File: src/design/spike_rejecting_block_averager_defines.svh
// ---------------------------------------------------------------------------
// Spike rejecting block averager assertion macros
// Shared concurrent assertion forms, clocked on clk_i, disabled in reset.
// ---------------------------------------------------------------------------
`ifndef SPIKE_REJECTING_BLOCK_AVERAGER_DEFINES_SVH
`define SPIKE_REJECTING_BLOCK_AVERAGER_DEFINES_SVH

// Consequent must hold in the same cycle as the antecedent.
`define SRBA_ASSERT_NOW(lbl, ante, cons, msg) \
  lbl: assert property (@(posedge clk_i) disable iff (!rst_ni) (ante) |-> (cons)) \
    else $error(msg);

// Consequent must hold in the cycle after the antecedent.
`define SRBA_ASSERT_NEXT(lbl, ante, cons, msg) \
  lbl: assert property (@(posedge clk_i) disable iff (!rst_ni) (ante) |=> (cons)) \
    else $error(msg);

`endif

File: src/design/srba_pkg.sv
// ---------------------------------------------------------------------------
// srba_pkg
// Types, register codes and reset values of the spike rejecting averager.
// ---------------------------------------------------------------------------
package srba_pkg;

  // default sizing
  localparam int unsigned MAX_WINDOW_DEF  = 4096;
  localparam int unsigned SAMPLE_BITS_DEF = 32;

  // configuration port
  localparam int unsigned CFG_IDX_W  = 2;
  localparam int unsigned CFG_DATA_W = 20;
  localparam int unsigned WS_CFG_W   = 13;
  localparam int unsigned LIM_W      = 20;

  typedef enum logic [CFG_IDX_W-1:0] {
    REG_MODE   = 2'd0,
    REG_WINDOW = 2'd1,
    REG_NEAR   = 2'd2,
    REG_FAR    = 2'd3
  } cfg_reg_e;

  typedef enum logic {
    MODE_PICK = 1'b0,
    MODE_MEAN = 1'b1
  } mode_e;

  localparam mode_e               MODE_RST   = MODE_MEAN;
  localparam logic [WS_CFG_W-1:0] WINDOW_RST = 13'd1;
  localparam logic [LIM_W-1:0]    NEAR_RST   = 20'd3000;
  localparam logic [LIM_W-1:0]    FAR_RST    = 20'd100000;

  typedef struct packed {
    mode_e               mode;
    logic [WS_CFG_W-1:0] window;
    logic [LIM_W-1:0]    near;
    logic [LIM_W-1:0]    far;
  } srba_cfg_t;

  // controller -> datapath
  typedef struct packed {
    logic load;       // capture input beat
    logic proc;       // process one sample
    logic phase;      // 0: pending sample, 1: final sample of stream
    logic last;       // last result of this beat
    logic div_start;  // start mean division
    logic emit;       // load output register
  } srba_cmd_t;

  // datapath -> controller
  typedef struct packed {
    logic pend_valid;
    logic eos;
    logic win_end;
    logic mean;
    logic ws_one;
    logic div_busy;
    logic div_done;
    logic out_free;
  } srba_sts_t;

endpackage

File: src/design/srba_in_if.sv
// ---------------------------------------------------------------------------
// srba_in_if
// Sample input channel: valid/ready with sample and end-of-stream flag.
// ---------------------------------------------------------------------------
interface srba_in_if import srba_pkg::*; #(
  parameter int unsigned SAMPLE_BITS = SAMPLE_BITS_DEF
) ();
  logic                          valid;
  logic                          ready;
  logic signed [SAMPLE_BITS-1:0] sample;
  logic                          end_of_stream;

  modport source (output valid, sample, end_of_stream, input ready);
  modport sink   (input valid, sample, end_of_stream, output ready);
endinterface

File: src/design/srba_out_if.sv
// ---------------------------------------------------------------------------
// srba_out_if
// Result output channel: valid/ready with value and last-in-run flag.
// ---------------------------------------------------------------------------
interface srba_out_if import srba_pkg::*; #(
  parameter int unsigned SAMPLE_BITS = SAMPLE_BITS_DEF
) ();
  logic                          valid;
  logic                          ready;
  logic signed [SAMPLE_BITS-1:0] value;
  logic                          last_in_run;

  modport source (output valid, value, last_in_run, input ready);
  modport sink   (input valid, value, last_in_run, output ready);
endinterface

File: src/design/srba_cfg_if.sv
// ---------------------------------------------------------------------------
// srba_cfg_if
// Configuration write channel: valid/ready with register index and data.
// ---------------------------------------------------------------------------
interface srba_cfg_if import srba_pkg::*; ();
  logic                  valid;
  logic                  ready;
  logic [CFG_IDX_W-1:0]  index;
  logic [CFG_DATA_W-1:0] data;

  modport source (output valid, index, data, input ready);
  modport sink   (input valid, index, data, output ready);
endinterface

File: src/design/srba_div.sv
// ---------------------------------------------------------------------------
// srba_div
// Serial restoring divider, one quotient bit per cycle, unsigned operands.
// ---------------------------------------------------------------------------
module srba_div import srba_pkg::*; #(
  parameter int unsigned DIVIDEND_W = 44,
  parameter int unsigned DIVISOR_W  = 13
) (
  input  logic                  clk_i,
  input  logic                  rst_ni,
  input  logic                  start_i,
  input  logic [DIVIDEND_W-1:0] dividend_i,
  input  logic [DIVISOR_W-1:0]  divisor_i,
  output logic                  busy_o,
  output logic                  done_o,
  output logic [DIVIDEND_W-1:0] quot_o
);

  localparam int unsigned CNT_W = $clog2(DIVIDEND_W + 1);

  logic [DIVIDEND_W-1:0] quot_q, quot_d;
  logic [DIVISOR_W-1:0]  rem_q, rem_d;
  logic [DIVISOR_W-1:0]  dvs_q;
  logic [CNT_W-1:0]      cnt_q, cnt_d;
  logic                  busy_q, busy_d;
  logic [DIVISOR_W:0]    rem_sh;
  logic [DIVISOR_W:0]    trial;

  // one restoring step: shift in next dividend bit, try subtract
  assign rem_sh = {rem_q, quot_q[DIVIDEND_W-1]};
  assign trial  = rem_sh - {1'b0, dvs_q};

  always_comb begin
    quot_d = quot_q;
    rem_d  = rem_q;
    cnt_d  = cnt_q;
    busy_d = busy_q;
    if (start_i) begin
      quot_d = dividend_i;
      rem_d  = '0;
      cnt_d  = CNT_W'(DIVIDEND_W);
      busy_d = 1'b1;
    end else if (busy_q) begin
      if (!trial[DIVISOR_W]) begin
        rem_d  = trial[DIVISOR_W-1:0];
        quot_d = {quot_q[DIVIDEND_W-2:0], 1'b1};
      end else begin
        rem_d  = rem_sh[DIVISOR_W-1:0];
        quot_d = {quot_q[DIVIDEND_W-2:0], 1'b0};
      end
      cnt_d = cnt_q - CNT_W'(1);
      if (cnt_q == CNT_W'(1)) begin
        busy_d = 1'b0;
      end
    end
  end

  always_ff @(posedge clk_i or negedge rst_ni) begin
    if (!rst_ni) begin
      busy_q <= 1'b0;
      cnt_q  <= '0;
    end else begin
      busy_q <= busy_d;
      cnt_q  <= cnt_d;
    end
  end

  always_ff @(posedge clk_i) begin
    quot_q <= quot_d;
    rem_q  <= rem_d;
    if (start_i) begin
      dvs_q <= divisor_i;
    end
  end

  assign busy_o = busy_q;
  assign done_o = busy_q && (cnt_q == CNT_W'(1));
  assign quot_o = quot_q;

endmodule

File: src/design/srba_dp.sv
// ---------------------------------------------------------------------------
// srba_dp
// Datapath: spike check, window accumulation, pick hold, divider, output reg.
// ---------------------------------------------------------------------------
module srba_dp import srba_pkg::*; #(
  parameter int unsigned MAX_WINDOW  = MAX_WINDOW_DEF,
  parameter int unsigned SAMPLE_BITS = SAMPLE_BITS_DEF
) (
  input  logic                          clk_i,
  input  logic                          rst_ni,
  input  srba_cfg_t                     cfg_i,
  input  logic signed [SAMPLE_BITS-1:0] sample_i,
  input  logic                          eos_i,
  input  srba_cmd_t                     cmd_i,
  output srba_sts_t                     sts_o,
  input  logic                          out_ready_i,
  output logic                          out_valid_o,
  output logic signed [SAMPLE_BITS-1:0] out_value_o,
  output logic                          out_last_o
);

  localparam int unsigned WS_W   = $clog2(MAX_WINDOW + 1);
  localparam int unsigned POS_W  = (MAX_WINDOW > 1) ? $clog2(MAX_WINDOW) : 1;
  localparam int unsigned SUM_W  = SAMPLE_BITS + $clog2(MAX_WINDOW);
  localparam int unsigned CMP_W  = (WS_W > WS_CFG_W) ? WS_W : WS_CFG_W;
  localparam int unsigned PCMP_W = ((POS_W > WS_W) ? POS_W : WS_W) + 1;
  localparam int unsigned DIF_W  = (SAMPLE_BITS + 1 > LIM_W) ? SAMPLE_BITS + 1 : LIM_W;

  // |a - b| without overflow
  function automatic logic [DIF_W-1:0] abs_diff(logic signed [SAMPLE_BITS-1:0] a,
                                                logic signed [SAMPLE_BITS-1:0] b);
    logic signed [SAMPLE_BITS:0] d;
    logic        [SAMPLE_BITS:0] m;
    d = (SAMPLE_BITS + 1)'(a) - (SAMPLE_BITS + 1)'(b);
    m = d[SAMPLE_BITS] ? $unsigned(-d) : $unsigned(d);
    return DIF_W'(m);
  endfunction

  // stream state
  logic signed [SAMPLE_BITS-1:0] cur_q;
  logic                          eos_q;
  logic signed [SAMPLE_BITS-1:0] pend_q;
  logic                          pend_valid_q;
  logic signed [SAMPLE_BITS-1:0] prev_q;
  logic                          started_q;
  logic signed [SUM_W-1:0]       sum_q;
  logic [POS_W-1:0]              pos_q;

  // result staging
  logic [SUM_W-1:0]              pick_q;
  logic                          res_mean_q;
  logic                          res_neg_q;
  logic                          last_q;
  logic                          out_valid_q;
  logic signed [SAMPLE_BITS-1:0] out_value_q;
  logic                          out_last_q;

  logic [CMP_W-1:0]              ws_cfg_wide;
  logic [WS_W-1:0]               ws_eff;
  logic                          win_end;
  logic                          pick_hit;
  logic signed [SAMPLE_BITS-1:0] cur_x;
  logic [DIF_W-1:0]              d_prev;
  logic [DIF_W-1:0]              d_next;
  logic [DIF_W-1:0]              near_w;
  logic [DIF_W-1:0]              far_w;
  logic                          spike;
  logic signed [SAMPLE_BITS-1:0] kept;
  logic signed [SUM_W-1:0]       sum_next;
  logic [SUM_W-1:0]              sum_mag;
  logic                          out_free;
  logic                          div_busy;
  logic                          div_done;
  logic [SUM_W-1:0]              div_quot;
  logic [SUM_W-1:0]              res_mag;
  logic [SUM_W-1:0]              res_val;

  // effective window: zero acts as one, clamp to MAX_WINDOW
  assign ws_cfg_wide = CMP_W'(cfg_i.window);
  always_comb begin
    priority if (ws_cfg_wide == '0) begin
      ws_eff = WS_W'(1);
    end else if (ws_cfg_wide > CMP_W'(MAX_WINDOW)) begin
      ws_eff = WS_W'(MAX_WINDOW);
    end else begin
      ws_eff = ws_cfg_wide[WS_W-1:0];
    end
  end

  assign win_end  = (PCMP_W'(pos_q) + PCMP_W'(1)) >= PCMP_W'(ws_eff);
  assign pick_hit = PCMP_W'(pos_q) == PCMP_W'(ws_eff >> 1);

  // spike check on the sample being processed
  assign cur_x  = cmd_i.phase ? cur_q : pend_q;
  assign d_prev = abs_diff(cur_x, prev_q);
  assign d_next = abs_diff(cur_x, cur_q);
  assign near_w = DIF_W'(cfg_i.near);
  assign far_w  = DIF_W'(cfg_i.far);
  assign spike  = (cfg_i.mode == MODE_MEAN) && started_q &&
                  (((d_prev > near_w) && (d_next > near_w)) || (d_prev > far_w));
  assign kept   = spike ? prev_q : cur_x;

  // accumulate in mean mode, hold picked sample in pick mode
  always_comb begin
    if (cfg_i.mode == MODE_MEAN) begin
      sum_next = sum_q + SUM_W'(kept);
    end else if (pick_hit) begin
      sum_next = SUM_W'(cur_x);
    end else begin
      sum_next = sum_q;
    end
  end

  assign sum_mag = sum_next[SUM_W-1] ? $unsigned(-sum_next) : $unsigned(sum_next);

  // mean division
  srba_div #(
    .DIVIDEND_W (SUM_W),
    .DIVISOR_W  (WS_W)
  ) u_div (
    .clk_i      (clk_i),
    .rst_ni     (rst_ni),
    .start_i    (cmd_i.div_start),
    .dividend_i (sum_mag),
    .divisor_i  (ws_eff),
    .busy_o     (div_busy),
    .done_o     (div_done),
    .quot_o     (div_quot)
  );

  // stream state update
  always_ff @(posedge clk_i or negedge rst_ni) begin
    if (!rst_ni) begin
      pend_q       <= '0;
      pend_valid_q <= 1'b0;
      prev_q       <= '0;
      started_q    <= 1'b0;
      sum_q        <= '0;
      pos_q        <= '0;
    end else begin
      if (cmd_i.load && !pend_valid_q) begin
        pend_q       <= sample_i;
        pend_valid_q <= 1'b1;
      end
      if (cmd_i.proc) begin
        if (cmd_i.phase) begin
          // final sample of the stream: drop partial window, restart
          pend_q       <= '0;
          pend_valid_q <= 1'b0;
          prev_q       <= '0;
          started_q    <= 1'b0;
          sum_q        <= '0;
          pos_q        <= '0;
        end else begin
          pend_q    <= cur_q;
          prev_q    <= kept;
          started_q <= 1'b1;
          if (win_end) begin
            sum_q <= '0;
            pos_q <= '0;
          end else begin
            sum_q <= sum_next;
            pos_q <= pos_q + POS_W'(1);
          end
        end
      end
    end
  end

  // input capture and result staging
  always_ff @(posedge clk_i) begin
    if (cmd_i.load) begin
      cur_q <= sample_i;
      eos_q <= eos_i;
    end
    if (cmd_i.proc && win_end) begin
      last_q     <= cmd_i.last;
      res_mean_q <= (cfg_i.mode == MODE_MEAN);
      res_neg_q  <= (cfg_i.mode == MODE_MEAN) && sum_next[SUM_W-1];
      pick_q     <= $unsigned(sum_next);
    end
  end

  // output register
  assign out_free = !out_valid_q || out_ready_i;
  assign res_mag  = res_mean_q ? div_quot : pick_q;
  assign res_val  = res_neg_q ? (~res_mag + SUM_W'(1)) : res_mag;

  always_ff @(posedge clk_i or negedge rst_ni) begin
    if (!rst_ni) begin
      out_valid_q <= 1'b0;
    end else if (cmd_i.emit) begin
      out_valid_q <= 1'b1;
    end else if (out_ready_i) begin
      out_valid_q <= 1'b0;
    end
  end

  always_ff @(posedge clk_i) begin
    if (cmd_i.emit) begin
      out_value_q <= $signed(res_val[SAMPLE_BITS-1:0]);
      out_last_q  <= last_q;
    end
  end

  assign out_valid_o = out_valid_q;
  assign out_value_o = out_value_q;
  assign out_last_o  = out_last_q;

  // status
  assign sts_o.pend_valid = pend_valid_q;
  assign sts_o.eos        = eos_q;
  assign sts_o.win_end    = win_end;
  assign sts_o.mean       = (cfg_i.mode == MODE_MEAN);
  assign sts_o.ws_one     = (ws_eff == WS_W'(1));
  assign sts_o.div_busy   = div_busy;
  assign sts_o.div_done   = div_done;
  assign sts_o.out_free   = out_free;

endmodule

File: src/design/srba_ctrl.sv
// ---------------------------------------------------------------------------
// srba_ctrl
// Controller: sequences capture, one or two processing steps, division, emit.
// ---------------------------------------------------------------------------
module srba_ctrl import srba_pkg::*; (
  input  logic      clk_i,
  input  logic      rst_ni,
  input  logic      in_valid_i,
  input  logic      in_eos_i,
  output logic      in_ready_o,
  input  srba_sts_t sts_i,
  output srba_cmd_t cmd_o
);

  typedef enum logic [3:0] {
    S_IDLE = 4'b0001,
    S_PROC = 4'b0010,
    S_DIV  = 4'b0100,
    S_EMIT = 4'b1000
  } state_e;

  state_e state_q, state_d;
  logic   phase_q, phase_d;

  always_comb begin
    state_d    = state_q;
    phase_d    = phase_q;
    in_ready_o = 1'b0;
    cmd_o      = '0;
    cmd_o.phase = phase_q;
    unique case (state_q)
      S_IDLE: begin
        in_ready_o = 1'b1;
        if (in_valid_i) begin
          cmd_o.load = 1'b1;
          if (sts_i.pend_valid) begin
            phase_d = 1'b0;
            state_d = S_PROC;
          end else if (in_eos_i) begin
            phase_d = 1'b1;
            state_d = S_PROC;
          end
        end
      end
      S_PROC: begin
        cmd_o.proc = 1'b1;
        // a second result follows only at end of stream with a window of one
        cmd_o.last = phase_q || !sts_i.eos || !sts_i.ws_one;
        if (sts_i.win_end) begin
          if (sts_i.mean) begin
            cmd_o.div_start = 1'b1;
            state_d = S_DIV;
          end else begin
            state_d = S_EMIT;
          end
        end else if (!phase_q && sts_i.eos) begin
          phase_d = 1'b1;
        end else begin
          state_d = S_IDLE;
        end
      end
      S_DIV: begin
        if (sts_i.div_done) begin
          state_d = S_EMIT;
        end
      end
      S_EMIT: begin
        if (sts_i.out_free) begin
          cmd_o.emit = 1'b1;
          if (!phase_q && sts_i.eos) begin
            phase_d = 1'b1;
            state_d = S_PROC;
          end else begin
            state_d = S_IDLE;
          end
        end
      end
      default: begin
        state_d = S_IDLE;
      end
    endcase
  end

  always_ff @(posedge clk_i or negedge rst_ni) begin
    if (!rst_ni) begin
      state_q <= S_IDLE;
      phase_q <= 1'b0;
    end else begin
      state_q <= state_d;
      phase_q <= phase_d;
    end
  end

endmodule

File: src/design/spike_rejecting_block_averager.sv
// ---------------------------------------------------------------------------
// spike_rejecting_block_averager
// Decimating boxcar average of a sample stream with spike rejection.
// ---------------------------------------------------------------------------
// Usage:
//   in_if  : one sample per beat, end_of_stream marks the last of a stream.
//   out_if : window mean (mode 1) or middle sample of the window (mode 0);
//            last_in_run flags the final result caused by one input beat.
//   cfg_if : register writes (0 mode, 1 window_size, 2 near_limit,
//            3 far_limit), always ready; write only while the block is idle.
// A sample is processed when the next one arrives (one-sample lookahead);
// end_of_stream processes both and may yield two results, then drops any
// partial window. The first sample of a stream is only captured unless it
// also ends the stream; any other beat is captured and processed, a closing
// pick window adds an emit step, and a closing mean window adds a division
// by the serial divider, one quotient bit per cycle, before the emit; an
// end-of-stream beat may take two such passes. Reset loads the register
// defaults and clears the stream state; no clearing pass. A finished result
// waits in the output register while the next beat is taken; if the
// receiver stalls and another result is due, processing holds until the
// register frees up.
// ---------------------------------------------------------------------------
`include "spike_rejecting_block_averager_defines.svh"

module spike_rejecting_block_averager import srba_pkg::*; #(
  parameter int unsigned MAX_WINDOW  = MAX_WINDOW_DEF,
  parameter int unsigned SAMPLE_BITS = SAMPLE_BITS_DEF
) (
  input  logic        clk_i,
  input  logic        rst_ni,
  srba_in_if.sink     in_if,
  srba_out_if.source  out_if,
  srba_cfg_if.sink    cfg_if
);

  srba_cfg_t cfg_q;
  srba_cmd_t cmd;
  srba_sts_t sts;
  logic      in_ready;

  // configuration registers
  assign cfg_if.ready = 1'b1;

  always_ff @(posedge clk_i or negedge rst_ni) begin
    if (!rst_ni) begin
      cfg_q.mode   <= MODE_RST;
      cfg_q.window <= WINDOW_RST;
      cfg_q.near   <= NEAR_RST;
      cfg_q.far    <= FAR_RST;
    end else if (cfg_if.valid && cfg_if.ready) begin
      unique case (cfg_reg_e'(cfg_if.index))
        REG_MODE:   cfg_q.mode   <= mode_e'(cfg_if.data[0]);
        REG_WINDOW: cfg_q.window <= cfg_if.data[WS_CFG_W-1:0];
        REG_NEAR:   cfg_q.near   <= cfg_if.data[LIM_W-1:0];
        REG_FAR:    cfg_q.far    <= cfg_if.data[LIM_W-1:0];
      endcase
    end
  end

  // controller
  srba_ctrl u_ctrl (
    .clk_i      (clk_i),
    .rst_ni     (rst_ni),
    .in_valid_i (in_if.valid),
    .in_eos_i   (in_if.end_of_stream),
    .in_ready_o (in_ready),
    .sts_i      (sts),
    .cmd_o      (cmd)
  );

  assign in_if.ready = in_ready;

  // datapath
  srba_dp #(
    .MAX_WINDOW  (MAX_WINDOW),
    .SAMPLE_BITS (SAMPLE_BITS)
  ) u_dp (
    .clk_i       (clk_i),
    .rst_ni      (rst_ni),
    .cfg_i       (cfg_q),
    .sample_i    (in_if.sample),
    .eos_i       (in_if.end_of_stream),
    .cmd_i       (cmd),
    .sts_o       (sts),
    .out_ready_i (out_if.ready),
    .out_valid_o (out_if.valid),
    .out_value_o (out_if.value),
    .out_last_o  (out_if.last_in_run)
  );

  // checks
  `SRBA_ASSERT_NOW(a_no_beat_in_div, in_if.valid && in_if.ready, !sts.div_busy, "beat taken during division")
  `SRBA_ASSERT_NOW(a_no_proc_in_div, cmd.proc, !sts.div_busy, "sample processed during division")
  `SRBA_ASSERT_NOW(a_emit_free, cmd.emit, sts.out_free, "result overwrites unread output")
  `SRBA_ASSERT_NEXT(a_div_runs, cmd.div_start, sts.div_busy, "divider did not start")

endmodule

File: src/flat_wrapper.sv
// flat-port wrapper written by rule: the top's interface ports become plain ports
module spike_rejecting_block_averager_flat import srba_pkg::*;
#(
  parameter int unsigned MAX_WINDOW  = MAX_WINDOW_DEF,
  parameter int unsigned SAMPLE_BITS = SAMPLE_BITS_DEF
)
  (clk_i, rst_ni, in_if_valid, in_if_sample, in_if_end_of_stream, in_if_ready, out_if_valid, out_if_value, out_if_last_in_run, out_if_ready, cfg_if_valid, cfg_if_index, cfg_if_data, cfg_if_ready);
  srba_in_if #(.SAMPLE_BITS(SAMPLE_BITS)) in_if_i ();
  srba_out_if #(.SAMPLE_BITS(SAMPLE_BITS)) out_if_i ();
  srba_cfg_if cfg_if_i ();
  input  logic clk_i;
  input  logic rst_ni;
  input wire logic [$bits(in_if_i.valid)-1:0] in_if_valid;
  input wire logic [$bits(in_if_i.sample)-1:0] in_if_sample;
  input wire logic [$bits(in_if_i.end_of_stream)-1:0] in_if_end_of_stream;
  output wire logic [$bits(in_if_i.ready)-1:0] in_if_ready;
  output wire logic [$bits(out_if_i.valid)-1:0] out_if_valid;
  output wire logic [$bits(out_if_i.value)-1:0] out_if_value;
  output wire logic [$bits(out_if_i.last_in_run)-1:0] out_if_last_in_run;
  input wire logic [$bits(out_if_i.ready)-1:0] out_if_ready;
  input wire logic [$bits(cfg_if_i.valid)-1:0] cfg_if_valid;
  input wire logic [$bits(cfg_if_i.index)-1:0] cfg_if_index;
  input wire logic [$bits(cfg_if_i.data)-1:0] cfg_if_data;
  output wire logic [$bits(cfg_if_i.ready)-1:0] cfg_if_ready;
  assign in_if_i.valid = in_if_valid;
  assign in_if_i.sample = in_if_sample;
  assign in_if_i.end_of_stream = in_if_end_of_stream;
  assign in_if_ready = in_if_i.ready;
  assign out_if_valid = out_if_i.valid;
  assign out_if_value = out_if_i.value;
  assign out_if_last_in_run = out_if_i.last_in_run;
  assign out_if_i.ready = out_if_ready;
  assign cfg_if_i.valid = cfg_if_valid;
  assign cfg_if_i.index = cfg_if_index;
  assign cfg_if_i.data = cfg_if_data;
  assign cfg_if_ready = cfg_if_i.ready;
  spike_rejecting_block_averager #(.MAX_WINDOW(MAX_WINDOW), .SAMPLE_BITS(SAMPLE_BITS)) u_core (.clk_i(clk_i), .rst_ni(rst_ni), .in_if(in_if_i), .out_if(out_if_i), .cfg_if(cfg_if_i));
endmodule
File: config.mk
export PLATFORM = sky130hd
export DESIGN_NAME = spike_rejecting_block_averager_flat
export DESIGN_NICKNAME = d
export VERILOG_FILES = /design/src/design/srba_pkg.sv /design/src/design/srba_in_if.sv /design/src/design/srba_out_if.sv /design/src/design/srba_cfg_if.sv /design/src/design/srba_div.sv /design/src/design/srba_dp.sv /design/src/design/srba_ctrl.sv /design/src/design/spike_rejecting_block_averager.sv /design/src/flat_wrapper.sv
export VERILOG_INCLUDE_DIRS = /design/src /design/src/design
export SDC_FILE = /design/constraint.sdc
export NUM_CORES = 1
export LEC_CHECK = 0
export BUFFER_PORTS_ARGS = -buffer_cell sky130_fd_sc_hd__buf_4
export CORE_MARGIN = 2
export CORE_UTILIZATION = 65
export DETAILED_ROUTE_END_ITERATION = 6
export GPL_ROUTABILITY_DRIVEN = 0
export GPL_TIMING_DRIVEN = 0
export HOLD_SLACK_MARGIN = 0.08
export MAX_ROUTING_LAYER = met4
export PLACE_DENSITY = 0.85
export SYNTH_ARGS = -nofsm -noshare
export SYNTH_HDL_FRONTEND = slang
export SYNTH_SLANG_ARGS = --single-unit
File: constraint.sdc
create_clock -name clk_i -period 17.6 [get_ports clk_i]
set_input_delay 1.76 -clock clk_i [delete_from_list [all_inputs] [get_ports clk_i]]
set_output_delay 1.76 -clock clk_i [all_outputs]
set_load 0.05 [all_outputs]
==> impl_metrics.env <==
export IMPL_synth_xor_area_frac=0.0550
export IMPL_slew_headroom=0.143
export IMPL_slew_viol_final=0
export IMPL_cts_made_buffers=42
export IMPL_cp_slowest_cell="buf_1"
export IMPL_grt_max_degree=119
export IMPL_status="finished with violations"
export IMPL_violations="DRC"
export IMPL_ys_seq_elements=360
export IMPL_setup_tns_ns=0
export IMPL_fin_skew_ns=0.0221
export IMPL_die_area_um2=45100
export IMPL_tritoncts="built"
export IMPL_fin_crit_sh=0.834
export IMPL_ys_seq_area_frac=0.346
export IMPL_wl_per_cell_um=21.1
export IMPL_synth_compound_area_share=0.208
export IMPL_synth_area_um2=28200
export IMPL_setup_viol_count_final=0
export IMPL_fin_hold_ws_ns=0.475
export IMPL_htree_levels=2
export IMPL_clock_path_buffers=3
export IMPL_area_growth_pct=10.4
export IMPL_synth_area_mux_share=0.0693
export IMPL_synth_fa_ha_area_frac=0.0916
export IMPL_vias=26800
export IMPL_grt_pass1_wl_um=134000
export IMPL_max_slew_worst_pin_slew_ns=1.29
export IMPL_fin_util=0.724
export IMPL_cp_required_ns=17.93
export IMPL_hold_violations=0
export IMPL_worst_hold_path_type="reg2reg"
export IMPL_rsz0062_at_grt="no"
export IMPL_crit_arrival_ns=15.00
export IMPL_wirelength_um=84300
export IMPL_avgViaCountPerCell=6.71
export IMPL_ctsHoldBuffers=0
export IMPL_drt_pass1_iterations=7
export IMPL_portBuffers=94
export IMPL_drc=1
export IMPL_yosys_warnings=0
export IMPL_critPathMaxFanout=10
export IMPL_worstSkewPairLatency_ns=0.60
export IMPL_worst_setup_path_end_kind="flop"
export IMPL_timing_worst_setup_path_type="reg2reg"
export IMPL_die_y_um=212
export IMPL_io_pins=96
export IMPL_final_nets=3637
export IMPL_clock_root_buffer="clkbuf_16"
export IMPL_start_util=0.656
export IMPL_num_antenna_cells=0
export IMPL_drive_gt1_frac=0.0983
export IMPL_crit_top_cell="a21o_1"
export IMPL_clk_pin_slew_ns=0.06
export IMPL_worst_path_buf_inv=7
export IMPL_synth_top_family_by_area="compound AO/OA/AOI/OAI gates"
export IMPL_cts_setup_buffers=0
export IMPL_synth_area_per_cell_um2=8.72
export IMPL_critPathTopFamily="compound AO/OA/AOI/OAI gates"
export IMPL_fmax_mhz=68.1
export IMPL_syn_nets=3497
export IMPL_antenna_found_initial=0
export IMPL_chipWidth_um=212
export IMPL_crit_path_start_kind="flop"
export IMPL_yosys_area_share_simple=0.182
export IMPL_ys_flop_type="dfrtp_1"
export IMPL_core_area_um2=43000
export IMPL_grt_pass1_vias=26400
export IMPL_cts_resized=0
export IMPL_synth_edff_count=158
export IMPL_period_needed_ns=14.67
export IMPL_synth_async_reset_ratio=0.525
export IMPL_rows=76
export IMPL_maxCapViolCount=0
export IMPL_design_area_um2=31100
export IMPL_cpPeakStageDelay_ns=0.70
export IMPL_syn_inst=3233
export IMPL_placedInstanceArea_um2=29700
export IMPL_cts_sinks=360
export IMPL_dpl_hpwl_um=63200
export IMPL_gr_total_overflow=0
export IMPL_ant_nets=0
export IMPL_grt_usage=0.384
export IMPL_drt_iter0_markers=2804
export IMPL_synth_cell_types=95
registers in the layout, summed over array words and instances (netlist names), 4 cells and up:
name / cells
u_core.u_dp.out_value_o: 32
u_core.u_dp.u_div.dvs_q: 13
u_core.u_dp.u_div.rem_q: 13
u_core.u_dp.u_div.quot_o: 44
u_core.u_dp.sum_q: 44
u_core.u_dp.pend_q: 32
u_core.u_dp.u_div.cnt_q: 6
u_core.u_dp.cur_q: 32
u_core.u_dp.prev_q: 32
u_core.u_dp.pos_q: 12
u_core.cfg_q: 54
u_core.u_dp.pick_q: 32
u_core.u_ctrl.state_q: 4
cells in the mapped netlist (all sizes together), types with 16 or more instances:
| cell | number | share of area |
|---|---|---|
| nor3 | 146 | 0.026 |
| a211oi | 28 | 0.0076 |
| a21oi | 288 | 0.051 |
| mux2 | 99 | 0.040 |
| nand2 | 290 | 0.039 |
| o21ai | 216 | 0.038 |
| o211ai | 16 | 0.0043 |
| and2 | 26 | 0.0058 |
| a31oi | 24 | 0.0059 |
| o21a | 32 | 0.0085 |
| o31ai | 39 | 0.010 |
| dfstp | 16 | 0.015 |
| clkbuf | 127 | 0.017 |
| nand2b | 30 | 0.0067 |
| nor3b | 18 | 0.0048 |
| inv | 194 | 0.026 |
| nand4 | 41 | 0.0093 |
| ha | 200 | 0.089 |
| xor2 | 87 | 0.027 |
| buf | 33 | 0.0051 |
| or3 | 19 | 0.0042 |
| edfxtp | 158 | 0.17 |
| nor2 | 222 | 0.030 |
| a22o | 55 | 0.017 |
| nand3 | 61 | 0.011 |
| nor2b | 38 | 0.0084 |
| a21o | 78 | 0.021 |
| and3 | 55 | 0.012 |
| xnor2 | 90 | 0.028 |
| dfrtp | 173 | 0.15 |
| nor4 | 25 | 0.0073 |
| mux2i | 83 | 0.030 |
path summary, 6_finish.rpt:
check	from	endpoint	slack [ns]	depth (start not counted)
worst max-delay path	u_core.u_ctrl.phase_q$_DFFE_PN0P_	u_core.u_dp.u_div.quot_o[43]$_DFFE_PP_	2.93	49
worst min-delay path	u_core.u_dp.last_q$_SDFFCE_PP0P_	u_core.u_dp.out_last_o$_DFFE_PP_	0.48	0
worst max register to register	u_core.u_ctrl.phase_q$_DFFE_PN0P_	u_core.u_dp.u_div.quot_o[43]$_DFFE_PP_	2.93	49
worst min register to register	u_core.u_dp.last_q$_SDFFCE_PP0P_	u_core.u_dp.out_last_o$_DFFE_PP_	0.48	0
max in group asynchronous	rst_ni	u_core.u_dp.sum_q[36]$_DFFE_PN0N_	15.37	2
min in group asynchronous	rst_ni	u_core.cfg_q[12]$_DFFE_PN0P_	1.25	1
worst reg2reg max path: cells and delay by family, from the launching register on:
| family | cells | cell delay, ns |
|---|---|---|
| AOI/OAI and AO/OA | 27 | 7.61 |
| adders and majority gates | 4 | 1.25 |
| muxes | 2 | 0.74 |
| and+or+nand+nor | 7 | 1.50 |
| xor gates and xnor gates | 2 | 0.36 |
| buffers and inverters | 7 | 2.45 |
| DFF | 1 | 0.52 |
logic make-up (layout without fill, tap and decap cells):
family,count (synthesis),after routing
other,1,1
adders and majority gates,204,204
and+or+nand+nor,1034,1034
DFF,360,360
buffers and inverters,354,528
AOI/OAI and AO/OA,921,921
xor gates and xnor gates,177,177
muxes,182,182
layout make-up:
| type | instances | area [um^2] |
|---|---|---|
| buffer | 160 | 622 |
| clock inverter | 27 | 300 |
| fill | 3141 | 11900 |
| clock buffer | 51 | 1120 |
| sequential | 360 | 9750 |
| tap | 585 | 732 |
| multi-input combinational | 2519 | 17100 |
| inverter | 194 | 728 |
| timing repair buffer | 96 | 761 |
cells in the final DEF, fill, tap and decap left out, types with 23 or more instances in the layout:
| cell type | netlist | routed |
|---|---|---|
| nand2_1 | 290 | 289 |
| a21oi_1 | 288 | 288 |
| nor2_1 | 222 | 221 |
| o21ai_0 | 205 | 205 |
| ha_1 | 200 | 200 |
| inv_1 | 193 | 193 |
| dfrtp_1 | 173 | 173 |
| edfxtp_1 | 158 | 158 |
| nor3_1 | 145 | 145 |
| clkbuf_1 | 127 | 134 |
| mux2_2 | 97 | 97 |
| buf_4 | 2 | 95 |
| xnor2_1 | 90 | 90 |
| xor2_1 | 87 | 87 |
| mux2i_1 | 82 | 82 |
| a21o_1 | 78 | 78 |
| nand3_1 | 61 | 61 |
| and3_1 | 55 | 55 |
| a22o_1 | 55 | 55 |
| clkbuf_16 | 0 | 43 |
| nand4_1 | 40 | 40 |
| o31ai_1 | 39 | 39 |
| nor2b_1 | 38 | 37 |
| o21a_1 | 32 | 32 |
| nand2b_1 | 30 | 30 |
| a211oi_1 | 27 | 27 |
| and2_1 | 25 | 24 |
| a31oi_1 | 23 | 23 |
metrics by stage:
stage | cells | setup slack, ns
6_report | 3992 | 2.93
3_3_place_gp | 3912 | 3.79
3_5_place_dp | 3914 | 3.48
2_1_floorplan | 3233 | 6.89
4_1_cts | 3992 | 3.30
5_1_grt | 3992 | 2.28
layer usage:
layer / track usage / up-vias / part of all wire
li1: - / 12100 / -
met1: 0.454 / 12700 / 0.38
met2: 0.637 / 1611 / 0.48
met3: 0.0573 / 370 / 0.089
met4: 0.206 / 0 / 0.056
met5: - / - / 0
Power is not shown: default switching activity piles up to over one toggle a cycle in this logic, so the estimate is an artifact.
